===== config.mk =====
export PLATFORM = sky130hd
export DESIGN_NAME = c3x3_outq
export DESIGN_NICKNAME = d
export VERILOG_FILES = /design/src/rtl/core/image_convolution_3x3_unit_macros.svh /design/src/rtl/core/c3x3_pkg.sv /design/src/rtl/core/c3x3_outq.sv
export SDC_FILE = /design/constraint.sdc
export NUM_CORES = 1
export LEC_CHECK = 0
export CORE_MARGIN = 10
export CORE_UTILIZATION = 45
export CTS_CLUSTER_DIAMETER = 200
export DETAILED_ROUTE_END_ITERATION = 10
export DONT_BUFFER_PORTS = 1
export HOLD_SLACK_MARGIN = 0.05
export PLACE_DENSITY_LB_ADDON = 0.3
export REMOVE_ABC_BUFFERS = 1
export SLEW_MARGIN = 20
export SYNTH_ARGS = -nofsm -noshare
export SYNTH_HDL_FRONTEND = slang
export SYNTH_SLANG_ARGS = --single-unit

===== constraint.sdc =====
create_clock -name clk -period 7.5 [get_ports clk]
set_clock_uncertainty 0.05 [all_clocks]
set_input_delay 0.375 -clock clk [delete_from_list [all_inputs] [get_ports clk]]
set_output_delay 0.375 -clock clk [all_outputs]
set_load 0.02 [all_outputs]

===== src/rtl/core/image_convolution_3x3_unit_macros.svh =====
// assertion macros shared by the 3x3 convolution rtl
// no dependencies; included by files that carry concurrent checks
`ifndef IMAGE_CONVOLUTION_3X3_UNIT_MACROS_SVH
`define IMAGE_CONVOLUTION_3X3_UNIT_MACROS_SVH
`ifndef SYNTHESIS
`define C3X3_ASSERT(lbl, clk, rst, prop) \
  lbl: assert property (@(posedge clk) disable iff (rst) prop) \
    else $error("c3x3 check failed");
`define C3X3_NEVER(lbl, clk, rst, cond) \
  `C3X3_ASSERT(lbl, clk, rst, !(cond))
`else
`define C3X3_ASSERT(lbl, clk, rst, prop)
`define C3X3_NEVER(lbl, clk, rst, cond)
`endif
`endif


===== src/rtl/core/c3x3_pkg.sv =====
// shared types, constants and kernel weights of the 3x3 convolution unit
// no dependencies
package c3x3_pkg;

  localparam int CH_W       = 8;
  localparam int NUM_CH     = 3;
  localparam int PIX_W      = CH_W * NUM_CH;
  localparam int FSEL_W     = 3;
  localparam int FW_W       = 13;
  localparam int FH_W       = 16;
  localparam int CFG_DATA_W = 16;
  localparam int CFG_IDX_W  = 2;
  localparam int TERM_W     = 13;
  localparam int SUM_W      = 14;
  localparam int NUM_TAPS   = 9;
  localparam int OQ_DEPTH   = 8;
  localparam int OQ_AW      = 3;

  typedef enum logic [CFG_IDX_W-1:0] {
    CFG_FILTER = 2'd0,
    CFG_COLOR  = 2'd1,
    CFG_WIDTH  = 2'd2,
    CFG_HEIGHT = 2'd3
  } cfg_index_t;

  localparam logic [FSEL_W-1:0] FILT_SMOOTH  = 3'd0;
  localparam logic [FSEL_W-1:0] FILT_BLUR    = 3'd1;
  localparam logic [FSEL_W-1:0] FILT_SHARPEN = 3'd2;
  localparam logic [FSEL_W-1:0] FILT_MEANREM = 3'd3;
  localparam logic [FSEL_W-1:0] FILT_EMBOSS  = 3'd4;
  localparam logic [FSEL_W-1:0] FILT_COUNT   = 3'd5;

  typedef logic signed [TERM_W-1:0] term_t;
  typedef logic signed [SUM_W-1:0]  sum_t;

  typedef struct packed {
    logic [CH_W-1:0] red;
    logic [CH_W-1:0] green;
    logic [CH_W-1:0] blue;
    logic            last;
  } result_t;

  typedef struct packed {
    logic [OQ_AW:0] count;
    logic           full;
  } oq_status_t;

  localparam logic signed [4:0] K_SMOOTH  [NUM_TAPS] =
    '{5'sd1, 5'sd1, 5'sd1, 5'sd1, 5'sd1, 5'sd1, 5'sd1, 5'sd1, 5'sd1};
  localparam logic signed [4:0] K_BLUR    [NUM_TAPS] =
    '{5'sd1, 5'sd2, 5'sd1, 5'sd2, 5'sd4, 5'sd2, 5'sd1, 5'sd2, 5'sd1};
  localparam logic signed [4:0] K_SHARPEN [NUM_TAPS] =
    '{5'sd0, -5'sd2, 5'sd0, -5'sd2, 5'sd11, -5'sd2, 5'sd0, -5'sd2, 5'sd0};
  localparam logic signed [4:0] K_MEANREM [NUM_TAPS] =
    '{-5'sd1, -5'sd1, -5'sd1, -5'sd1, 5'sd9, -5'sd1, -5'sd1, -5'sd1, -5'sd1};
  localparam logic signed [4:0] K_EMBOSS  [NUM_TAPS] =
    '{5'sd0, 5'sd1, 5'sd0, 5'sd0, 5'sd0, 5'sd0, 5'sd0, -5'sd1, 5'sd0};

  function automatic logic signed [4:0] kern_weight(input logic [FSEL_W-1:0] sel,
                                                    input logic [3:0] idx);
    logic signed [4:0] w;
    w = 5'sd0;
    case (sel)
      FILT_SMOOTH:  w = K_SMOOTH[idx];
      FILT_BLUR:    w = K_BLUR[idx];
      FILT_SHARPEN: w = K_SHARPEN[idx];
      FILT_MEANREM: w = K_MEANREM[idx];
      FILT_EMBOSS:  w = K_EMBOSS[idx];
      default:      w = 5'sd0;
    endcase
    return w;
  endfunction

endpackage


===== src/rtl/core/c3x3_outq.sv =====
// result queue between the filter pipeline and the output channel
// depends on c3x3_pkg
module c3x3_outq (
  input  logic                   clk,
  input  logic                   rst,
  input  logic                   push,
  input  c3x3_pkg::result_t      push_data,
  input  logic                   pop,
  output logic                   not_empty,
  output c3x3_pkg::result_t      head,
  output c3x3_pkg::oq_status_t   status
);
  import c3x3_pkg::*;

  result_t        slots [OQ_DEPTH];
  logic [OQ_AW-1:0] wr_ptr;
  logic [OQ_AW-1:0] rd_ptr;
  logic [OQ_AW:0]   count;

  always_ff @(posedge clk) begin
    if (push) begin
      slots[wr_ptr] <= push_data;
    end
  end

  always_ff @(posedge clk) begin
    if (rst) begin
      wr_ptr <= '0;
      rd_ptr <= '0;
      count  <= '0;
    end else begin
      if (push) wr_ptr <= wr_ptr + 1'b1;
      if (pop)  rd_ptr <= rd_ptr + 1'b1;
      count <= count + (OQ_AW+1)'(push) - (OQ_AW+1)'(pop);
    end
  end

  assign not_empty    = (count != '0);
  assign head         = slots[rd_ptr];
  assign status.count = count;
  assign status.full  = (count == (OQ_AW+1)'(OQ_DEPTH));

endmodule


==> metrics <==
core region area 0.0181 mm²; Area Growth Syn to Fin 14.8%; IO Pins 60; pwr dens 274 mW/mm²; antenna viol nets, final 0; Final Routed Wirelength 15200 µm; initial antenna violation count 0; CTS sink count 213; Worst VDD drop 0.122 mV; most frequent cells in the layout edfxtp_1, mux4_1, dlygate4sd3_1; Critical Path Fanout Max 50; clock root cell clkbuf_16; CTS buffer count 22; worst slew pin tran 1.05 ns; drt first pass iters 4; CP Cell Sequence buf_4 -> mux4_1 -> mux2_2; final count of pins violating max slew 0; Crit path arrival time 2.54 ns; largest net degree at the start of global routing 51; LEAKAGE 3.09 nW; sequential fraction of the synthesis area 75.2%; Initial Util 46.0%; DRC violations left 0; # diodes 0; first-pass GRT wire length 23500 µm; startpoint types flip-flop; final hold viol count 0; RSZ-0062 raised after global routing false; DIE HEIGHT 156 µm; hold buffer count at CTS 28; Fmax 338 MHz; routed via count 3542; Avg Synthesized Cell Area 23.1 µm²; grt total ovfl 0; clk_lat worst skew 0.49 ns; post-layout min period 2.96 ns; synth warn 0; post_cts resized 0; Total Neg Setup Slack 0 ns; most common cell after layout, fill and taps aside edfxtp_1; Worst path max stage delay 0.67 ns; slowest library cell on the worst path mux4_1; Nets 438; routed vias/inst 5.49; routed length per instance 23.6 µm; Distinct cells, synth 22; post-synthesis cell area 0.00833 mm²; Rows 49; number of global-route vias before repair 3822; Setup CP Type reg -> out; MaxCap Viol Count 0; clock transition at the registers of the reported paths 0.05 ns; CTS max path bufs 3; Placer Congestion 0.675; Slew headroom 30.2%; Hold Path Class in -> reg; I/O Buffers 0; Seq cells post-synth 213; Area after DPL 0.00860 mm²; kind of end point of the critical path output pin; CP required 7.07 ns; fillers 1368; die outline area 0.0243 mm²; share of cells above drive strength 1 17.1%; post-route cell area 0.00956 mm²; Initial DRC Count 244; H-tree depth 1; period utilisation layout 39.5%; CTS tree yes; All-Layer GR Usage 12.7%; hpwl dp 8050 µm; R2R cell count 3; final core utilization 52.9%; status finished clean; cell count after synthesis 360; setup bufs post-CTS 0; setup violators final 0; die width 156 µm; WHS Path Cells 3
critical path: cells and delay by family, from the launching register on:
family / cells / cell delay [ns]
muxes: 2 / 1.02
buffers and inverters: 1 / 0.66
DFF: 1 / 0.31
cell families after synthesis:
logic type	count (synthesis)	share of synthesized area [%]
AOI/OAI and AO/OA	3	0.225
muxes	77	19.4
adders and majority gates	9	1.44
and+or+nand+nor	30	1.59
buffers and inverters	23	1.58
xor gates and xnor gates	5	0.526
DFF	213	75.2
final timing paths:
path / endpoint / slack [ns] / startpoint
max reg2reg: slots[4][7] / 5.33 / wr_ptr[2]
min: wr_ptr[2] / 0.06 / push
min reg2reg: flip-flop / 0.48 / rd_ptr[1]
max: head[15] / 4.54 / flip-flop
flip-flops by register name (all words and copies together), names as in the netlist, named ones only:
register / cells
rd_ptr: 3
slots: 200
count: 4
wr_ptr: 3
metrics by stage:
step           instances  power (mW)  hold WS [ns]  setup slack (ns)
6_report             645        2.62        0.0633              4.54
5_1_grt              645        2.73        0.0756              4.44
4_1_cts              645        2.65        0.0561              4.51
3_5_place_dp         577        1.61         0.396              5.04
3_3_place_gp         577        1.60         0.395              5.05
2_1_floorplan        344        1.56         0.392              4.48
cells in the mapped netlist:
| cell type | n | share of area [%] |
|---|---|---|
| a31o_2 | 1 | 0.11 |
| buf_1 | 8 | 0.36 |
| nor2b_1 | 1 | 0.075 |
| mux2_2 | 25 | 3.4 |
| inv_1 | 7 | 0.32 |
| ha_1 | 8 | 1.2 |
| mux4_1 | 50 | 16 |
| xnor2_1 | 2 | 0.21 |
| nor2_1 | 16 | 0.72 |
| nand2_1 | 4 | 0.18 |
| clkbuf_1 | 2 | 0.090 |
| xor2_1 | 3 | 0.32 |
| and3_1 | 1 | 0.075 |
| nand2b_1 | 4 | 0.30 |
| nand3_1 | 2 | 0.12 |
| dfxtp_1 | 13 | 3.1 |
| nor3_1 | 2 | 0.12 |
| buf_6 | 6 | 0.81 |
| a21oi_1 | 2 | 0.12 |
| fa_1 | 1 | 0.24 |
| mux2i_1 | 2 | 0.24 |
| edfxtp_1 | 200 | 72 |
layout make-up:
class | instances | area, µm² | area share [%]
tap | 229 | 287 | 3.00
multi-input combinational | 124 | 1990 | 20.8
clock inverter | 3 | 17.5 | 0.183
inverter | 7 | 26.3 | 0.275
timing repair buffer | 32 | 310 | 3.24
sequential | 213 | 6270 | 65.6
clock buffer | 37 | 668 | 6.99
power breakdown:
group          switching (mW)  internal (mW)  total, mW
Clock                   0.407          0.604       1.01
Combinational           0.135         0.0989      0.234
Sequential             0.0309           1.34       1.37
metal layers:
layer | GRT usage (%) | part of all wire, % | vias to the layer above
met2 | 20.9 | 49 | 93
met5 | 0 | 0 | -
met1 | 16.4 | 42 | 1812
li1 | - | - | 1616
met3 | 3.47 | 7.2 | 21
met4 | 3.19 | 1.4 | 0
Note: power is estimated with default switching activity, not from simulation.
