<file path="src/rtl/core/image_convolution_3x3_unit_macros.svh">
// assertion macros shared by the 3x3 convolution rtl
// no dependencies; included by files that carry concurrent checks
`ifndef IMAGE_CONVOLUTION_3X3_UNIT_MACROS_SVH
`define IMAGE_CONVOLUTION_3X3_UNIT_MACROS_SVH
`ifndef SYNTHESIS
`define C3X3_ASSERT(lbl, clk, rst, prop) \
  lbl: assert property (@(posedge clk) disable iff (rst) prop) \
    else $error("c3x3 check failed");
`define C3X3_NEVER(lbl, clk, rst, cond) \
  `C3X3_ASSERT(lbl, clk, rst, !(cond))
`else
`define C3X3_ASSERT(lbl, clk, rst, prop)
`define C3X3_NEVER(lbl, clk, rst, cond)
`endif
`endif

</file>
<file path="src/rtl/core/c3x3_pkg.sv">
// shared types, constants and kernel weights of the 3x3 convolution unit
// no dependencies
package c3x3_pkg;

  localparam int CH_W       = 8;
  localparam int NUM_CH     = 3;
  localparam int PIX_W      = CH_W * NUM_CH;
  localparam int FSEL_W     = 3;
  localparam int FW_W       = 13;
  localparam int FH_W       = 16;
  localparam int CFG_DATA_W = 16;
  localparam int CFG_IDX_W  = 2;
  localparam int TERM_W     = 13;
  localparam int SUM_W      = 14;
  localparam int NUM_TAPS   = 9;
  localparam int OQ_DEPTH   = 8;
  localparam int OQ_AW      = 3;

  typedef enum logic [CFG_IDX_W-1:0] {
    CFG_FILTER = 2'd0,
    CFG_COLOR  = 2'd1,
    CFG_WIDTH  = 2'd2,
    CFG_HEIGHT = 2'd3
  } cfg_index_t;

  localparam logic [FSEL_W-1:0] FILT_SMOOTH  = 3'd0;
  localparam logic [FSEL_W-1:0] FILT_BLUR    = 3'd1;
  localparam logic [FSEL_W-1:0] FILT_SHARPEN = 3'd2;
  localparam logic [FSEL_W-1:0] FILT_MEANREM = 3'd3;
  localparam logic [FSEL_W-1:0] FILT_EMBOSS  = 3'd4;
  localparam logic [FSEL_W-1:0] FILT_COUNT   = 3'd5;

  typedef logic signed [TERM_W-1:0] term_t;
  typedef logic signed [SUM_W-1:0]  sum_t;

  typedef struct packed {
    logic [CH_W-1:0] red;
    logic [CH_W-1:0] green;
    logic [CH_W-1:0] blue;
    logic            last;
  } result_t;

  typedef struct packed {
    logic [OQ_AW:0] count;
    logic           full;
  } oq_status_t;

  localparam logic signed [4:0] K_SMOOTH  [NUM_TAPS] =
    '{5'sd1, 5'sd1, 5'sd1, 5'sd1, 5'sd1, 5'sd1, 5'sd1, 5'sd1, 5'sd1};
  localparam logic signed [4:0] K_BLUR    [NUM_TAPS] =
    '{5'sd1, 5'sd2, 5'sd1, 5'sd2, 5'sd4, 5'sd2, 5'sd1, 5'sd2, 5'sd1};
  localparam logic signed [4:0] K_SHARPEN [NUM_TAPS] =
    '{5'sd0, -5'sd2, 5'sd0, -5'sd2, 5'sd11, -5'sd2, 5'sd0, -5'sd2, 5'sd0};
  localparam logic signed [4:0] K_MEANREM [NUM_TAPS] =
    '{-5'sd1, -5'sd1, -5'sd1, -5'sd1, 5'sd9, -5'sd1, -5'sd1, -5'sd1, -5'sd1};
  localparam logic signed [4:0] K_EMBOSS  [NUM_TAPS] =
    '{5'sd0, 5'sd1, 5'sd0, 5'sd0, 5'sd0, 5'sd0, 5'sd0, -5'sd1, 5'sd0};

  function automatic logic signed [4:0] kern_weight(input logic [FSEL_W-1:0] sel,
                                                    input logic [3:0] idx);
    logic signed [4:0] w;
    w = 5'sd0;
    case (sel)
      FILT_SMOOTH:  w = K_SMOOTH[idx];
      FILT_BLUR:    w = K_BLUR[idx];
      FILT_SHARPEN: w = K_SHARPEN[idx];
      FILT_MEANREM: w = K_MEANREM[idx];
      FILT_EMBOSS:  w = K_EMBOSS[idx];
      default:      w = 5'sd0;
    endcase
    return w;
  endfunction

endpackage

</file>
<file path="src/rtl/core/c3x3_cell.sv">
// one window tap: holds a pixel, hands it to its neighbor, weights its channels
// depends on c3x3_pkg
module c3x3_cell #(
  parameter int TAP = 0
) (
  input  logic                           clk,
  input  logic                           rst,
  input  logic                           shift_en,
  input  logic [c3x3_pkg::FSEL_W-1:0]    sel,
  input  logic [c3x3_pkg::PIX_W-1:0]     din,
  output logic [c3x3_pkg::PIX_W-1:0]     dout,
  output c3x3_pkg::term_t                terms [c3x3_pkg::NUM_CH]
);
  import c3x3_pkg::*;

  logic signed [4:0] weight;

  always_ff @(posedge clk) begin
    if (rst) begin
      dout <= '0;
    end else if (shift_en) begin
      dout <= din;
    end
  end

  assign weight = kern_weight(sel, 4'(TAP));

  always_comb begin
    logic signed [TERM_W:0] prod;
    for (int k = 0; k < NUM_CH; k++) begin
      prod = weight * $signed({1'b0, dout[k*CH_W +: CH_W]});
      terms[k] = prod[TERM_W-1:0];
    end
  end

endmodule

</file>
<file path="config.mk">
export PLATFORM = sky130hd
export DESIGN_NAME = c3x3_cell
export DESIGN_NICKNAME = d
export VERILOG_FILES = /design/src/rtl/core/image_convolution_3x3_unit_macros.svh /design/src/rtl/core/c3x3_pkg.sv /design/src/rtl/core/c3x3_cell.sv
export SDC_FILE = /design/constraint.sdc
export NUM_CORES = 1
export LEC_CHECK = 0
export ABC_AREA = 1
export BUFFER_PORTS_ARGS = -buffer_cell sky130_fd_sc_hd__clkbuf_2
export CAP_MARGIN = 0
export CORE_AREA = 5 5 149 151
export DETAILED_ROUTE_END_ITERATION = 16
export DIE_AREA = 0 0 154 156
export PLACE_DENSITY = 0.39
export SYNTH_ARGS = -nofsm -noshare
export SYNTH_HDL_FRONTEND = slang
export SYNTH_SLANG_ARGS = --single-unit
</file>
<file path="constraint.sdc">
create_clock -name clk -period 8.5 [get_ports clk]
set_clock_uncertainty 0.2 [all_clocks]
set_input_delay 0.425 -clock clk [delete_from_list [all_inputs] [get_ports clk]]
set_output_delay 0.425 -clock clk [all_outputs]
set_load 0.05 [all_outputs]
</file>
==> out/qor.yml, run 1 <==
cts:
  cts.repair.resized: 0
  hold_buffers: 0
  clock_path_buffers: 2
  clk_latency_ns: 0.28
  cts_buffers: 3
  cts_tree: "yes"
  root_buffer: "clkbuf_16"
  clock-sinks: 24
  cts_setup_buffers: 0
  clkTransAtPathRegs_ns: 0.09
  htree_levels: 1
pwr:
  finalPower_uw: 552
  p_sw_frac: 0.481
  pwr-share-clk: 0.272
  ir_worst_vdd_mv: 0.0902
  comb_power_share: 0.495
  p_sw_uw: 265
  power.share.sequential: 0.233
  leakagePower_uw: 0.00340
  powerDensity_nw_per_um2: 96.3
  internal-power_uw: 287
synthesis:
  synth_cell_types: 26
  ys_seq_area_frac: 0.0988
  synthesis.area_sq_um: 4860
  ys_seq_elements: 24
  postSynthCellCount: 694
  ys_warn_count: 0
  synth.avg_cell_area_sq_um: 7.01
  syn-num-nets: 857
setup_path:
  rrSetupSlack_ns: 7.36
  start_kind: "input port"
  critPathRequiredTime_ns: 7.88
  regToRegStartpoint: "dout[10]"
  critical_path_class: "in2out"
  worst-path-buf-inv: 4
  crit_family: "adder cells"
  path_cells: "clkbuf_2 > nand2_1 > nor2_4 > nor2_2 > buf_4 > nor2_1 > fa_1 > inv_1 > fa_1 > fa_1 > fa_1 > o21ai_0 > nand2_1 > nand2_1 > nand2_1 > nand2_1 > clkbuf_2"
  slowest_stage: "fa_1"
  r2r_cells: 2
  critPathMaxFanout: 24
  crit_top_cell: "nand2_1"
  crit_path_end_kind: "primary output"
  max_stage_delay_ns: 0.55
  r2r_end: "dout[10]"
  cp.arrival_ns: 4.43
placed_design:
  placed_cell_area_sq_um: 5630
  io_buffers: 92
  hpwl_mm: 11.0
  place.gp.congestion: 0.775
timing:
  setup_viol: 0
  finalCriticalPeriod_ns: 5.05
  slew_headroom: 0.346
  slew_viol_final: 0
  hold_violations: 0
  grt_setup_unrepaired: "false"
  max_freq_ghz: 0.198
  worst_pin_slew_ns: 0.980
  setup-tns-final_ns: 0
  post-route-period-util: 0.594
min_path:
  holdPathStages: 3
  hold_path_end: "dout[10]"
  hold_class: "in2reg"
  holdCritStartpoint: "din[10]"
global_route:
  grt_pass1_wl_mm: 22.3
  grt_start_max_net_pins: 49
  grt_antenna_before_repair: 0
  use_met3: 0.0191
  gr-usage-met1: 0.152
  use_met2: 0.195
  grt_pass1_vias: 4427
  grt_usage: 0.111
  grt-busiest-layer: "met2"
  gr-total-overflow: 0
finish:
  top_register: "dout"
  register_area_sq_um: 480
  drive_gt1_frac: 0.136
  filler_cell_count: 2400
  nNetsFinal: 943
  multi_input_area_sq_um: 3660
  final_cell_area_sq_um: 5730
  top_regs: "dout x24"
  antennaDiodeCount: 0
  syn_to_final_growth_pct: 17.8
  largest_reg_flops: 24
die:
  start_util: 0.235
  die_h_um: 156
  core-area_sq_um: 20700
  io_pins: 93
  num_rows: 53
  die_x_um: 154
  dieArea_sq_um: 24000
job:
  maxCapViolations: 0
run_status:
  status: "complete, no violations"
drt:
  ant_nets: 0
  num_vias: 4262
  finalWirelength_mm: 13.0
  vias_per_cell: 4.04
  post_drt_wl_per_cell_um: 12.3
  drc: 0
  drtPass1Iterations: 7
  first_iter_violations: 92
## worst min-delay path: stages
cell and delay [ns]:
clkbuf_2 0.08, nor2_1 0.09, a211oi_1 0.04
## cells in the final DEF, fill, tap and decap left out, types with 2 or more instances in the layout
cell type  Yosys  routed
and2_1         3       3
a21o_1         2       2
o21ai_1        2       2
clkbuf_2       0      92
nand3_1       22      22
nor2_2         1       2
a21oi_1       13      13
inv_1        179     178
dfxtp_1       24      24
nand2_1      124     124
nor2_1       111     110
o21bai_1      10      10
xnor2_1        6       6
a211oi_1      24      24
clkbuf_16      0       3
o21ai_0        5       5
xor2_1        15      15
ha_1          85      85
fa_1          48      48
buf_4          0       2
## synth_stat cells (all sizes together)
library cell,count,share of area
nand3,23,0.025
dfxtp,24,0.099
o21bai,10,0.015
a21o,2,0.0031
nand3b,1,0.0015
a21oi,13,0.013
buf,8,0.0082
xor2,15,0.027
xnor2,6,0.011
o21ai,8,0.0090
o21a,1,0.0015
clkbuf,5,0.0039
a211oi,24,0.037
and2,3,0.0039
nor2,113,0.089
or2,1,0.0013
nand2,125,0.097
inv,179,0.14
ha,85,0.22
fa,48,0.20
## power by group through the flow
| stage | clock network (uW) | logic (uW) | registers [uW] |
|---|---|---|---|
| floorplan | 0 | 186 | 156 |
| global placement | 0 | 280 | 132 |
| detailed placement | 0 | 279 | 132 |
| CTS | 159 | 280 | 129 |
| global route | 160 | 305 | 130 |
| finish | 150 | 273 | 129 |
## logic make-up after synthesis
family,synth area share
fa+ha+maj,0.416
simple gates,0.218
buf+inv,0.150
compound gates,0.0795
flops,0.0988
xor+xnor,0.0378
## cell type report
type,count,share of cell area
inverter,179,0.117
tap,275,0.0600
multi-input combinational,478,0.638
clock inverter,1,0.00524
clock buffer,3,0.0131
timing repair buffer,94,0.0829
sequential,24,0.0838
## through the flow
| stage | utilization | hold WS (ns) | std cells | setup WS (ns) |
|---|---|---|---|---|
| 2_1_floorplan | - | 0.303 | 694 | 3.66 |
| 3_3_place_gp | 0.272 | 0.348 | 1050 | 3.46 |
| 3_5_place_dp | 0.272 | 0.323 | 1050 | 3.43 |
| 4_1_cts | 0.277 | 0.189 | 1054 | 3.41 |
| 5_1_grt | 0.277 | 0.208 | 1054 | 3.20 |
| 6_report | 0.277 | 0.196 | 1054 | 3.45 |
## worst max path at each step
stage          slack, ns  startpoint        end  cells after the start
5_1_grt             3.20      sel[1]  terms[37]                     17
3_3_place_gp        3.46      sel[1]  terms[37]                     17
2_1_floorplan       3.66      sel[1]   terms[9]                     16
3_5_place_dp        3.43      sel[1]  terms[37]                     17
4_1_cts             3.41      sel[1]  terms[37]                     17
6_report            3.45      sel[1]  terms[37]                     17
## layer usage
layer,part of all wire,up-vias
met5,0,-
met3,0.034,2
met4,0.0010,0
li1,-,2272
met2,0.47,53
met1,0.49,1935
(Power assumes the default switching activity.)
==> run 2: changes to the inputs <==
- PLACE_DENSITY: 0.39 -> 0.4
- clock period: 8.5 -> 4.3 ns (I/O delays scaled with it)
==> out/qor.yml, run 2 (synthesis gave the netlist of run 1 again) <==
run_status:
  status: "complete, no violations"  # unchanged
cts:
  clkTransAtPathRegs_ns: 0.08  # was 0.09 ns
  cts_tree: "yes"  # unchanged
  cts_buffers: 3  # unchanged
  clk_latency_ns: 0.27  # was 0.28 ns
  clock-sinks: 24  # unchanged
  htree_levels: 1  # unchanged
  root_buffer: "clkbuf_16"  # unchanged
  clock_path_buffers: 2  # unchanged
global_route:
  grt_antenna_before_repair: 0  # unchanged
  grt_pass1_wl_mm: 22.2  # was 22.3 mm
  grt_start_max_net_pins: 49  # unchanged
  grt_pass1_vias: 4566  # was 4427
  gr-total-overflow: 0  # unchanged
  grt_usage: 0.111  # about the same
die:
  die_h_um: 156  # unchanged
  dieArea_sq_um: 24000  # unchanged
  start_util: 0.235  # unchanged
  core-area_sq_um: 20700  # unchanged
  num_rows: 53  # unchanged
  io_pins: 93  # unchanged
  die_x_um: 154  # unchanged
timing:
  max_freq_ghz: 0.245
  setup_viol: 0  # unchanged
  slew_viol_final: 0  # unchanged
  hold_violations: 0  # unchanged
  worst_pin_slew_ns: 0.737  # was 0.980 ns
  finalWorstSetupSlack_ns: 0.223  # was 3.45 ns
  finalCriticalPeriod_ns: 4.08
  setup-tns-final_ns: 0  # unchanged
  slew_headroom: 0.508  # was 0.346
  hold_ws_ns: 0.000592  # was 0.196 ns
  grt_setup_unrepaired: "true"  # was false
  post-route-period-util: 0.948
finish:
  top_regs: "dout x24"  # unchanged
  drive_gt1_frac: 0.211  # was 0.136
  top_register: "dout"  # unchanged
  antennaDiodeCount: 0  # unchanged
  final_common_cell: "inv_1"  # unchanged
  layout_common_cells: "inv_1 (175), nand2_1 (122), nor2_1 (93)"  # was inv_1 (178), nand2_1 (124), nor2_1 (110)
  filler_cell_count: 2334  # was 2400
  largest_reg_flops: 24  # unchanged
  syn_to_final_growth_pct: 35.7  # was 17.8%
  nNetsFinal: 983  # was 943
  post-route-util: 0.319  # was 0.277
drt:
  vias_per_cell: 4.04  # about the same
  drc: 0  # unchanged
  finalWirelength_mm: 13.4  # was 13.0 mm
  drtPass1Iterations: 4  # was 7
  post_drt_wl_per_cell_um: 12.2  # was 12.3 um
  num_vias: 4411  # was 4262
  first_iter_violations: 89  # was 92
  ant_nets: 0  # unchanged
placed_design:
  place.gp.congestion: 0.778  # was 0.775
  hpwl_mm: 11.2  # was 11.0 mm
  io_buffers: 92  # unchanged
  placement.setup.worst_slack_ns: 0.0639  # was 3.43 ns
setup_path:
  start_kind: "input port"  # unchanged
  critPathRequiredTime_ns: 3.88  # was 7.88 ns
  rrSetupSlack_ns: 3.25  # was 7.36 ns
  critPathMaxFanout: 10  # was 24
  crit_path_end_kind: "primary output"  # unchanged
  regToRegStartpoint: "dout[10]"  # unchanged
  cp.arrival_ns: 3.66  # was 4.43 ns
  r2r_cells: 2  # unchanged
  r2r_end: "dout[10]"  # unchanged
  critical_path_class: "in2out"  # unchanged
min_path:
  hold_class: "in2reg"  # unchanged
  hold_path_end: "dout[1]"  # was dout[10]
  holdPathStages: 3  # unchanged
  holdCritStartpoint: "din[1]"  # was din[10]
pwr:
  power.share.sequential: 0.219  # was 0.233
  comb_power_share: 0.586  # was 0.495
  finalPower_uw: 1160  # was 552 uW
  internal-power_uw: 613  # was 287 uW
  p_sw_frac: 0.473  # was 0.481
  pwr-share-clk: 0.195  # was 0.272
  leakagePower_uw: 0.00371  # was 0.00340 uW
  ir_worst_vdd_mv: 0.132  # was 0.0902 mV
  powerDensity_nw_per_um2: 176  # was 96.3 nW/um^2
  p_sw_uw: 550  # was 265 uW
job:
  maxCapViolations: 0  # unchanged
==> run 2: final cells by class <==
class	instances	area, sq um	area share
inverters	179	672	0.102
well taps	275	344	0.0521
multi-input cells	478	3830	0.581
clock buffers	3	75.1	0.0114
flip-flops and latches	24	483	0.0732
repair buffers	134	1190	0.181
==> run 2: worst max-delay path: stages <==
cell and delay [ns]:
clkbuf_2 0.12, nand2_1 0.12, nor2_4 0.07, nor2_4 0.19
buf_4 0.23, nor2_1 0.06, ha_1 0.31, fa_1 0.54
inv_1 0.05, fa_1 0.53, inv_1 0.04, ha_1 0.31
or2_2 0.33, nand3b_1 0.10, nand2_1 0.08, xor2_2 0.20
buf_12 0.16
==> run 2: power groups by stage <==
stage          Combinational (uW)  Clock [uW]  Sequential [uW]
2_1_floorplan                 378           0              308
3_3_place_gp                  667           0              260
3_5_place_dp                  664           0              259
4_1_cts                       674         242              254
5_1_grt                       748         244              257
6_report                      681         227              255
==> run 2: layer usage <==
metal  up-vias  share of wire  GRT usage
met3         8          0.037     0.0216
met5         -              0          0
met4         0         0.0080     0.0147
met1      1999           0.48      0.147
li1       2341              -          -
met2        63           0.47      0.193
==> run 2: worst max-delay path by stage <==
stage,depth (start not counted),from,slack [ns],endpoint
2_1_floorplan,16,dout[2],0.02,terms[37]
3_3_place_gp,17,sel[2],0.11,terms[12]
3_5_place_dp,17,sel[1],0.06,terms[37]
4_1_cts,15,dout[5],0.02,terms[38]
5_1_grt,21,sel[2],-0.003,terms[10]
6_report,17,sel[1],0.22,terms[9]
==> run 2: what timing repair did <==
action | in CTS | in global routing
resized for setup | 0 | 45
hold buffers | 10 | 0
buffers inserted | 0 | 3
endpoints found under the setup margin | 0 | 18
hold endpoints to repair | 10 | 0
==> run 2: per-stage QoR <==
stage               cells  cell area (sq um)
floorplan             694               4930
global placement     1074               6200
detailed placement   1074               6200
CTS                  1087               6380
global route         1093               6600
finish               1093               6600
